<file path="src/hdl/stftmp_pkg.sv">
`timescale 1ns / 1ps
// Shared types, constants and elaboration-time tables for the STFT magnitude/phase block.
// No dependencies; the controller, the datapath and the top level import it.
package stftmp_pkg;

  // Frame geometry.
  localparam int FRAME_LEN       = 512;
  localparam int HOP_LEN         = 128;
  localparam int BINS_PER_RESULT = 5;
  localparam int NUM_BINS        = FRAME_LEN / 2 + 1;
  localparam int LAST_BASE       = ((NUM_BINS - 1) / BINS_PER_RESULT) * BINS_PER_RESULT;

  // Widths.
  localparam int SAMPLE_W = 16;
  localparam int IDX_W    = $clog2(FRAME_LEN);
  localparam int FILL_W   = $clog2(FRAME_LEN + 1);
  localparam int HOP_W    = $clog2(HOP_LEN);
  localparam int BIN_W    = $clog2(NUM_BINS + 1);
  localparam int SLOT_W   = $clog2(BINS_PER_RESULT + 1);
  localparam int TW_W     = 32;
  localparam int PROD_W   = SAMPLE_W + TW_W;
  localparam int ACC_W    = 56;
  localparam int ABS_W    = 55;
  localparam int Q_W      = 29;
  localparam int SQ_W     = 2 * Q_W - 1;
  localparam int RAD_W    = 58;
  localparam int MAG_W    = 25;
  localparam int PH_W     = 16;
  localparam int CX_W     = 45;
  localparam int ANG_W    = 32;
  localparam int FIRST_W  = 8;

  // Iteration counts of the shared units.
  localparam int SQRT_STEPS   = RAD_W / 2;
  localparam int CORDIC_STEPS = 31;
  localparam int STEP_W       = 5;

  // Normalization window for the CORDIC input: larger component in [2^40, 2^41).
  localparam int NORM_LO_BIT = 40;
  localparam int NORM_HI_BIT = 41;

  localparam logic [MAG_W:0] MAG_MAX = {1'b0, {MAG_W{1'b1}}};

  // Q30 angle constants for twiddle generation.
  localparam longint unsigned ONE_Q30     = 64'd1073741824;
  localparam longint unsigned TWO_PI_Q30  = 64'd6746518852;
  localparam longint unsigned PI_Q30      = 64'd3373259426;
  localparam longint unsigned HALF_PI_Q30 = 64'd1686629713;

  typedef logic signed [TW_W-1:0] tw_arr_t [FRAME_LEN];

  typedef enum logic [3:0] {
    S_IDLE, S_BIN, S_MAC, S_DRAIN, S_PREP, S_SQ1, S_SQ2, S_SQ3,
    S_SQRT, S_NORM, S_CINIT, S_CORDIC, S_STORE, S_EMIT
  } state_t;

  // Commands from the controller to the datapath.
  typedef struct packed {
    logic ready;
    logic accept;
    logic frame_start;
    logic bin_start;
    logic mac_issue;
    logic prep;
    logic sq1;
    logic sq2;
    logic sq3;
    logic sqrt_step;
    logic norm_step;
    logic cinit;
    logic cordic_step;
    logic store;
    logic emit;
  } cmd_t;

  // Status from the datapath to the controller.
  typedef struct packed {
    logic hop_done;
    logic n_last;
    logic mac_idle;
    logic sqrt_last;
    logic norm_done;
    logic cordic_last;
    logic group_full;
    logic grp_last;
    logic out_busy;
  } sts_t;

  // CORDIC arctangent table, 2^32 = 2*pi.
  function automatic logic [ANG_W-1:0] atan_lut(input logic [STEP_W-1:0] i);
    logic [ANG_W-1:0] v;
    case (i)
      5'd0:  v = 32'd536870912;
      5'd1:  v = 32'd316933406;
      5'd2:  v = 32'd167458907;
      5'd3:  v = 32'd85004756;
      5'd4:  v = 32'd42667331;
      5'd5:  v = 32'd21354465;
      5'd6:  v = 32'd10679838;
      5'd7:  v = 32'd5340245;
      5'd8:  v = 32'd2670163;
      5'd9:  v = 32'd1335087;
      5'd10: v = 32'd667544;
      5'd11: v = 32'd333772;
      5'd12: v = 32'd166886;
      5'd13: v = 32'd83443;
      5'd14: v = 32'd41722;
      5'd15: v = 32'd20861;
      5'd16: v = 32'd10430;
      5'd17: v = 32'd5215;
      5'd18: v = 32'd2608;
      5'd19: v = 32'd1304;
      5'd20: v = 32'd652;
      5'd21: v = 32'd326;
      5'd22: v = 32'd163;
      5'd23: v = 32'd81;
      5'd24: v = 32'd41;
      5'd25: v = 32'd20;
      5'd26: v = 32'd10;
      5'd27: v = 32'd5;
      5'd28: v = 32'd3;
      5'd29: v = 32'd1;
      5'd30: v = 32'd1;
      default: v = '0;
    endcase
    return v;
  endfunction

  // Twiddle table built at elaboration: truncating Taylor series on the folded angle.
  function automatic tw_arr_t gen_tw(input logic want_sin);
    tw_arr_t tab;
    longint unsigned a;
    longint unsigned term;
    longint cs;
    longint sn;
    logic neg_s;
    logic neg_c;
    logic minus;
    for (int r = 0; r < FRAME_LEN; r++) begin
      a = (TWO_PI_Q30 * 64'(r) + 64'(FRAME_LEN / 2)) / 64'(FRAME_LEN);
      neg_s = 1'b0;
      neg_c = 1'b0;
      cs = longint'(ONE_Q30);
      sn = 0;
      term = ONE_Q30;
      if (a > PI_Q30) begin
        a = (a > TWO_PI_Q30) ? 64'd0 : TWO_PI_Q30 - a;
        neg_s = 1'b1;
      end
      if (a > HALF_PI_Q30) begin
        a = PI_Q30 - a;
        neg_c = 1'b1;
      end
      for (int n = 1; n < 48; n++) begin
        minus = ((n >> 1) & 1) != 0;
        term = ((term * a) >> 30) / 64'(n);
        if ((n & 1) != 0) begin
          sn = minus ? sn - longint'(term) : sn + longint'(term);
        end else begin
          cs = minus ? cs - longint'(term) : cs + longint'(term);
        end
      end
      if (cs < 0) cs = 0;
      if (cs > longint'(ONE_Q30)) cs = longint'(ONE_Q30);
      if (sn < 0) sn = 0;
      if (sn > longint'(ONE_Q30)) sn = longint'(ONE_Q30);
      if (want_sin) begin
        tab[r] = TW_W'(neg_s ? -sn : sn);
      end else begin
        tab[r] = TW_W'(neg_c ? -cs : cs);
      end
    end
    return tab;
  endfunction

endpackage

</file>
<file path="src/hdl/stftmp_ctrl.sv">
`timescale 1ns / 1ps
// Sequencer for the STFT block: walks each frame through accumulate, root, CORDIC and output.
// Depends on stftmp_pkg for the state, command and status types.
module stftmp_ctrl import stftmp_pkg::*; (
  input  logic clk,
  input  logic rst,
  input  logic sample_valid,
  input  sts_t sts,
  output cmd_t cmd
);

  state_t state;
  state_t state_next;

  // State register.
  always_ff @(posedge clk) begin
    if (rst) begin
      state <= S_IDLE;
    end else begin
      state <= state_next;
    end
  end

  // Next-state logic.
  always_comb begin
    state_next = state;
    unique case (state)
      S_IDLE:   if (sample_valid && sts.hop_done) state_next = S_BIN;
      S_BIN:    state_next = S_MAC;
      S_MAC:    if (sts.n_last) state_next = S_DRAIN;
      S_DRAIN:  if (sts.mac_idle) state_next = S_PREP;
      S_PREP:   state_next = S_SQ1;
      S_SQ1:    state_next = S_SQ2;
      S_SQ2:    state_next = S_SQ3;
      S_SQ3:    state_next = S_SQRT;
      S_SQRT:   if (sts.sqrt_last) state_next = S_NORM;
      S_NORM:   if (sts.norm_done) state_next = S_CINIT;
      S_CINIT:  state_next = S_CORDIC;
      S_CORDIC: if (sts.cordic_last) state_next = S_STORE;
      S_STORE:  state_next = sts.group_full ? S_EMIT : S_BIN;
      S_EMIT:   if (!sts.out_busy) state_next = sts.grp_last ? S_IDLE : S_BIN;
      default:  state_next = S_IDLE;
    endcase
  end

  // Command decode.
  always_comb begin
    cmd = '0;
    unique case (state)
      S_IDLE: begin
        cmd.ready       = 1'b1;
        cmd.accept      = sample_valid;
        cmd.frame_start = sample_valid && sts.hop_done;
      end
      S_BIN:    cmd.bin_start   = 1'b1;
      S_MAC:    cmd.mac_issue   = 1'b1;
      S_DRAIN:  cmd             = '0;
      S_PREP:   cmd.prep        = 1'b1;
      S_SQ1:    cmd.sq1         = 1'b1;
      S_SQ2:    cmd.sq2         = 1'b1;
      S_SQ3:    cmd.sq3         = 1'b1;
      S_SQRT:   cmd.sqrt_step   = 1'b1;
      S_NORM:   cmd.norm_step   = 1'b1;
      S_CINIT:  cmd.cinit       = 1'b1;
      S_CORDIC: cmd.cordic_step = 1'b1;
      S_STORE:  cmd.store       = 1'b1;
      S_EMIT:   cmd.emit        = !sts.out_busy;
      default:  cmd             = '0;
    endcase
  end

endmodule

</file>
<file path="config.mk">
export PLATFORM = sky130hd
export DESIGN_NAME = stftmp_ctrl
export DESIGN_NICKNAME = d
export VERILOG_FILES = /design/src/hdl/stftmp_pkg.sv /design/src/hdl/stftmp_ctrl.sv
export SDC_FILE = /design/constraint.sdc
export NUM_CORES = 1
export LEC_CHECK = 0
export BUFFER_PORTS_ARGS = -buffer_cell sky130_fd_sc_hd__buf_2
export CAP_MARGIN = 20
export CELL_PAD_IN_SITES_DETAIL_PLACEMENT = 1
export CELL_PAD_IN_SITES_GLOBAL_PLACEMENT = 2
export CORE_ASPECT_RATIO = 0.75
export CORE_MARGIN = 1
export CORE_UTILIZATION = 20
export DETAILED_ROUTE_END_ITERATION = 10
export HOLD_SLACK_MARGIN = 0.12
export PLACE_DENSITY_LB_ADDON = 0.3
export SLEW_MARGIN = 20
export SYNTH_ARGS = -nofsm -noshare
export SYNTH_HDL_FRONTEND = slang
export SYNTH_SLANG_ARGS = --single-unit
</file>
<file path="constraint.sdc">
create_clock -name clk -period 2 [get_ports clk]
set_clock_uncertainty 0.15 [all_clocks]
set_input_delay 0.2 -clock clk [delete_from_list [all_inputs] [get_ports clk]]
set_output_delay 0.2 -clock clk [all_outputs]
set_load 0.02 [all_outputs]
</file>
After elaboration in Yosys (flattened, before gate mapping)
Index checks and enable logic that the tools add are counted.
- flip-flop bits (word level): 4
- input bits: 12
- output and inout port bits: 15
- logic and storage cells: 48
- equal/unequal tests: 20
- multiplexer cells: 23
- reductions and logical operators: 4
- operators with widths (operator ; count):
    one-hot mux 4 bit (14 select lines) ; 1
    2-to-1 mux 4 bit ; 8
    equality test 4 bit (second input constant) ; 6
    equality test 4 x 3 -> 1 bit (second input constant) ; 4
    inequality test 2 bit (second input constant) ; 7
    2-to-1 mux 1 bit ; 13
    equality test 4 x 2 -> 1 bit (second input constant) ; 2
    AND reduction 7 bit ; 1
    equality test 4 x 1 -> 1 bit (second input constant) ; 1
    logical NOT 4 bit ; 1
    2-to-1 mux 3 bit ; 1
    logical AND 1 bit ; 1
    logical NOT 1 bit ; 1

Longest topological paths before layout
- depth in word-level cells: 3
- gate-level depth with buffers: 6
- gate-level depth less buffers: 5

Worst setup path before layout
OpenSTA, ideal clock, no wires.
- kind: reg2reg
- start point: reg state[2]
- end point: reg state[3]
- library setup time: 0.086 ns
- data arrival time: 1.504 ns
- required time: 1.764 ns
- slack: 0.261 ns
- stages on the path, launching flop included: 6
- path buffers: 0
- clock period less this slack: 1.739 ns
- cells stage by stage: dfxtp_1 > nor4_2 > a32oi_4 > nand4_4 > a211oi_1 > a211oi_1
- longest elaborated chain between the ends: 3
- elaborated cells between the ends (all ways): 23
- those cells by class: eq/ne: 20; mux: 1; reduce/logical: 2
- RTL lines (element ; RTL line ; source):
    start: declaration ; stftmp_ctrl.sv:12 ; state_t state;
    start signal: assignment ; stftmp_ctrl.sv:20 ; state <= state_next;
    equality test 4 x 2 -> 1 bit (tied with other cells) ; stftmp_ctrl.sv:27 ; unique case (state)
    inequality test 2 bit (no line) ; n/a ;
    AND reduction 7 bit (no line) ; n/a ;
Several ways; a longest one is shown, not always the timed one.
A chain may end at the register's enable or synchronous reset.

==> parameters.txt <==
Parameter                              Value

Critical path
  Kind of critical path ... flop to output pin
  Category of the worst setup path launch point ... flop
  R2R Path End ... state[3]
  Worst setup EP type ... output pin
  Largest stage delay on the critical path ... 0.53 ns
  Slowest cell on crit path ... sky130_fd_sc_hd__dfxtp_1
  WP data arrival ... roughly 1.5 ns
  Number of cells on the worst reg-to-reg path ... 5
  Top fanout value on the critical path ... 10
  Worst Path Required ... 1.65 ns
  Cells along the critical path ... buf_4, nand2b_1, nor3_1, buf_2
  Startpoint of the most critical register-to-register path ... state[2]
  Worst reg2reg setup slack ... 0.16 ns

Floorplanning
  Overall die width ... 57.3 µm
  Std-Cell Core Area ... 2080 µm²
  I/O pins ... 27
  Die Footprint ... 2490 µm²
  Floorplan die height ... 43.4 µm
  # rows ... 14
  Starting density of the core ... 0.220

Clock network
  CTS sink count ... 4
  Clock Tree Buf Depth ... 2
  Library cell used as clock root buffer ... sky130_fd_sc_hd__clkbuf_4
  CTS buffer count ... 3
  CTS tree ... built
  Total number of H-tree levels ... 1
  Later-pin clock latency in the skew report ... around 0.24 ns
  Clock-pin slew on the worst setup and hold paths ... ~0.04 ns

Finish
  Net total in the final layout ... roughly 110
  Flip-flop count of the largest register after layout ... 4
  Number of inserted filler cells in the final layout ... 264
  Largest registers in the final layout ... state: 4 flops
  Area of the multi-input gates ... between 300 and 400 µm²
  Fraction of final layout cells with drive strength greater than 1 ... 0.435
  Register area ... ~80 µm²
  Final std cells w/o fill ... 116
  Area growth from synthesis to final layout ... 45.4%
  Antenna cell count ... 0
  Most flop-heavy register ... state

STA
  Final hold violation count ... 0
  Worst hold slack ... ~0.15 ns
  Count of final setup violators ... 0
  Worst slew slack as a fraction of its limit ... 0.660
  Part of the cycle the worst path needs ... 0.925
  Achievable clock frequency ... roughly 540 MHz
  Fin Setup TNS ... 0 ns
  Tightest Pin Transition ... 0.509 ns
  Max-slew violations ... 0
  Post-layout min period ... 1.85 ns
  Unrepaired setup endpoints after global routing ... no

Global routing
  Initial antenna violation count ... 0
  Overall Global Routing Usage ... 0.127
  Number of global-route vias before repair ... 501
  Maximum number of pins on one net before global-route repair ... 13
  Aggregate global routing overflow ... 0
  Wire length of the first global-routing pass ... 2.39 mm

Power and ir drop
  Leakage power ... 0.306 nW
  Peak supply drop ... 0.493 mV
  PD cells ... roughly 1300 nW/µm²

Outcome
  Violated checks ... design-rule violations
  Run status ... finished with violations

Min path
  Worst hold path type ... input pin to flop
  Endpoint with the worst hold slack ... state[2]
  Hold Crit Start ... sts[0]
  Cells on Worst Hold Path ... 3

Yosys
  Average instance area after synthesis ... roughly 7.4 µm²
  Sequential area share after synthesis ... 0.175
  Most common library cells after synthesis ... 8 x sky130_fd_sc_hd__nor2_1, 8 x sky130_fd_sc_hd__nor3_1, 6 x sky130_fd_sc_hd__nand2_1, 4 x sky130_fd_sc_hd__dfxtp_1
  Number of enable-type register cells in the synthesized netlist ... 0
  Net count of the mapped netlist ... 74
  Async set-or-reset flop fraction in the synthesized netlist ... 0
  Post-synthesis instance area ... 458 µm²
  Flip-flop and latch count after synthesis ... 4
  Synth area leader ... sky130_fd_sc_hd__dfxtp_1
  Number of distinct library cells after synthesis ... 29
  Cell count after synthesis ... 62
  Warnings from Yosys ... 0
  Area share of the leading cell type in the synthesized netlist ... 0.175
  Largest cells by area after synthesis ... sky130_fd_sc_hd__dfxtp_1 17%, sky130_fd_sc_hd__nor3_1 8.7%, sky130_fd_sc_hd__nor2_1 6.6%
  Synth Flop Type ... sky130_fd_sc_hd__dfxtp_1

Placed design
  IO Port Bufs ... 26
  HPWL after DPL ... 1.19 mm
  Gpl congestion ... roughly 0.81
  Placed instance count ... 112

Routing
  Average via count per standard cell ... roughly 4.9
  Drt initial violations ... 18
  Antenna viol nets, final ... 0
  Initial DRT Pass Iterations ... 9
  Residual DRC ... 2
  Via count ... between 500 and 600
  Wire length after detailed routing ... 1.50 mm
  Average wire length per cell after detail routing ... 12.9 µm

Flow run
  Max Cap Viol ... 0
cells by family after synthesis:
kind of cell / after synthesis / synth area share
AO/OA/AOI/OAI: 14 / 0.257
buffers and inverters: 5 / 0.0601
flip-flops: 4 / 0.175
AND/OR/NAND/NOR: 39 / 0.508
worst max path at each step:
stage	startpoint	to	cells past startpoint
after detailed placement	state[2]	state[0]	5
after global routing	state[0]	cmd[11]	4
after floorplan	state[2]	state[3]	5
after CTS	state[2]	cmd[12]	3
final	state[1]	cmd[11]	4
after global placement	state[0]	state[3]	5
metrics by stage:
step | instance area [µm²] | util | worst slack [ns] | power [mW]
final | 666 | 0.319 | 0.149 | 0.834
after global placement | 624 | 0.300 | 0.253 | 0.703
after detailed placement | 624 | 0.300 | 0.221 | 0.717
after CTS | 657 | 0.315 | 0.0720 | 0.823
after global routing | 666 | 0.319 | 0.0277 | 0.902
after floorplan | 458 | - | 0.261 | 0.545
layout by cell type (no fill, tap or decap):
cell                            Yosys  final
sky130_fd_sc_hd__buf_2              1     26
sky130_fd_sc_hd__nor3_1             8      8
sky130_fd_sc_hd__nor2_1             8      8
sky130_fd_sc_hd__nand2_1            6      6
sky130_fd_sc_hd__buf_4              0      4
sky130_fd_sc_hd__dfxtp_1            4      4
sky130_fd_sc_hd__nor2b_1            3      3
sky130_fd_sc_hd__a21oi_1            3      3
sky130_fd_sc_hd__clkbuf_4           0      3
sky130_fd_sc_hd__nand2b_1           2      2
sky130_fd_sc_hd__nor3b_1            2      2
sky130_fd_sc_hd__nand3_1            2      2
sky130_fd_sc_hd__o21ai_0            2      2
sky130_fd_sc_hd__a211o_1            2      2
sky130_fd_sc_hd__a211oi_1           2      2
sky130_fd_sc_hd__nand2b_2           1      1
sky130_fd_sc_hd__inv_1              1      1
sky130_fd_sc_hd__nor4_4             0      1
sky130_fd_sc_hd__and2_1             1      1
sky130_fd_sc_hd__and3_1             1      1
sky130_fd_sc_hd__and2_4             1      1
sky130_fd_sc_hd__o21ai_2            1      1
sky130_fd_sc_hd__a32oi_4            1      1
sky130_fd_sc_hd__and3b_1            1      1
sky130_fd_sc_hd__o21bai_1           1      1
sky130_fd_sc_hd__or4_4              1      1
sky130_fd_sc_hd__nand4_4            1      1
sky130_fd_sc_hd__o41ai_1            1      1
sky130_fd_sc_hd__a22oi_1            1      1
sky130_fd_sc_hd__dlygate4sd3_1      0      1
power breakdown:
| group | total, mW | internal, mW | leakage, nW | switching [mW] |
|---|---|---|---|---|
| sequential | 0.172 | 0.105 | 0.0328 | 0.0669 |
| clock | 0.101 | 0.0672 | 0.0138 | 0.0338 |
| combinational | 0.562 | 0.242 | 0.260 | 0.319 |
| total | 0.834 | 0.415 | 0.306 | 0.420 |
cell type report:
| cell class | count | area share |
|---|---|---|
| timing repair buffer | 31 | 0.256 |
| tap | 24 | 0.0451 |
| clock buffer | 3 | 0.0338 |
| multi-input combinational | 53 | 0.539 |
| sequential | 4 | 0.120 |
| inverter | 1 | 0.00564 |
routing by layer:
layer	GRT usage	wire (µm)	up-vias
met4	0.0293	0	0
met3	0.0358	74	0
met2	0.181	642	16
met5	0	0	-
li1	-	-	288
met1	0.187	784	259
worst max-delay path: cells and delay by family, from the launching register on:
kind                   cells  cell delay, ns
AND/OR/NAND/NOR            2            0.30
flip-flops                 1            0.53
buffers and inverters      2            0.42
timing repair:
action | in CTS | in global routing
setup buffers | 0 | 0
endpoints found under the setup margin | 0 | 1
endpoints found under the hold margin | 4 | 0
hold buffers | 1 | 0
resized for setup | 0 | 1
Note: power is estimated with default switching activity, not from simulation.
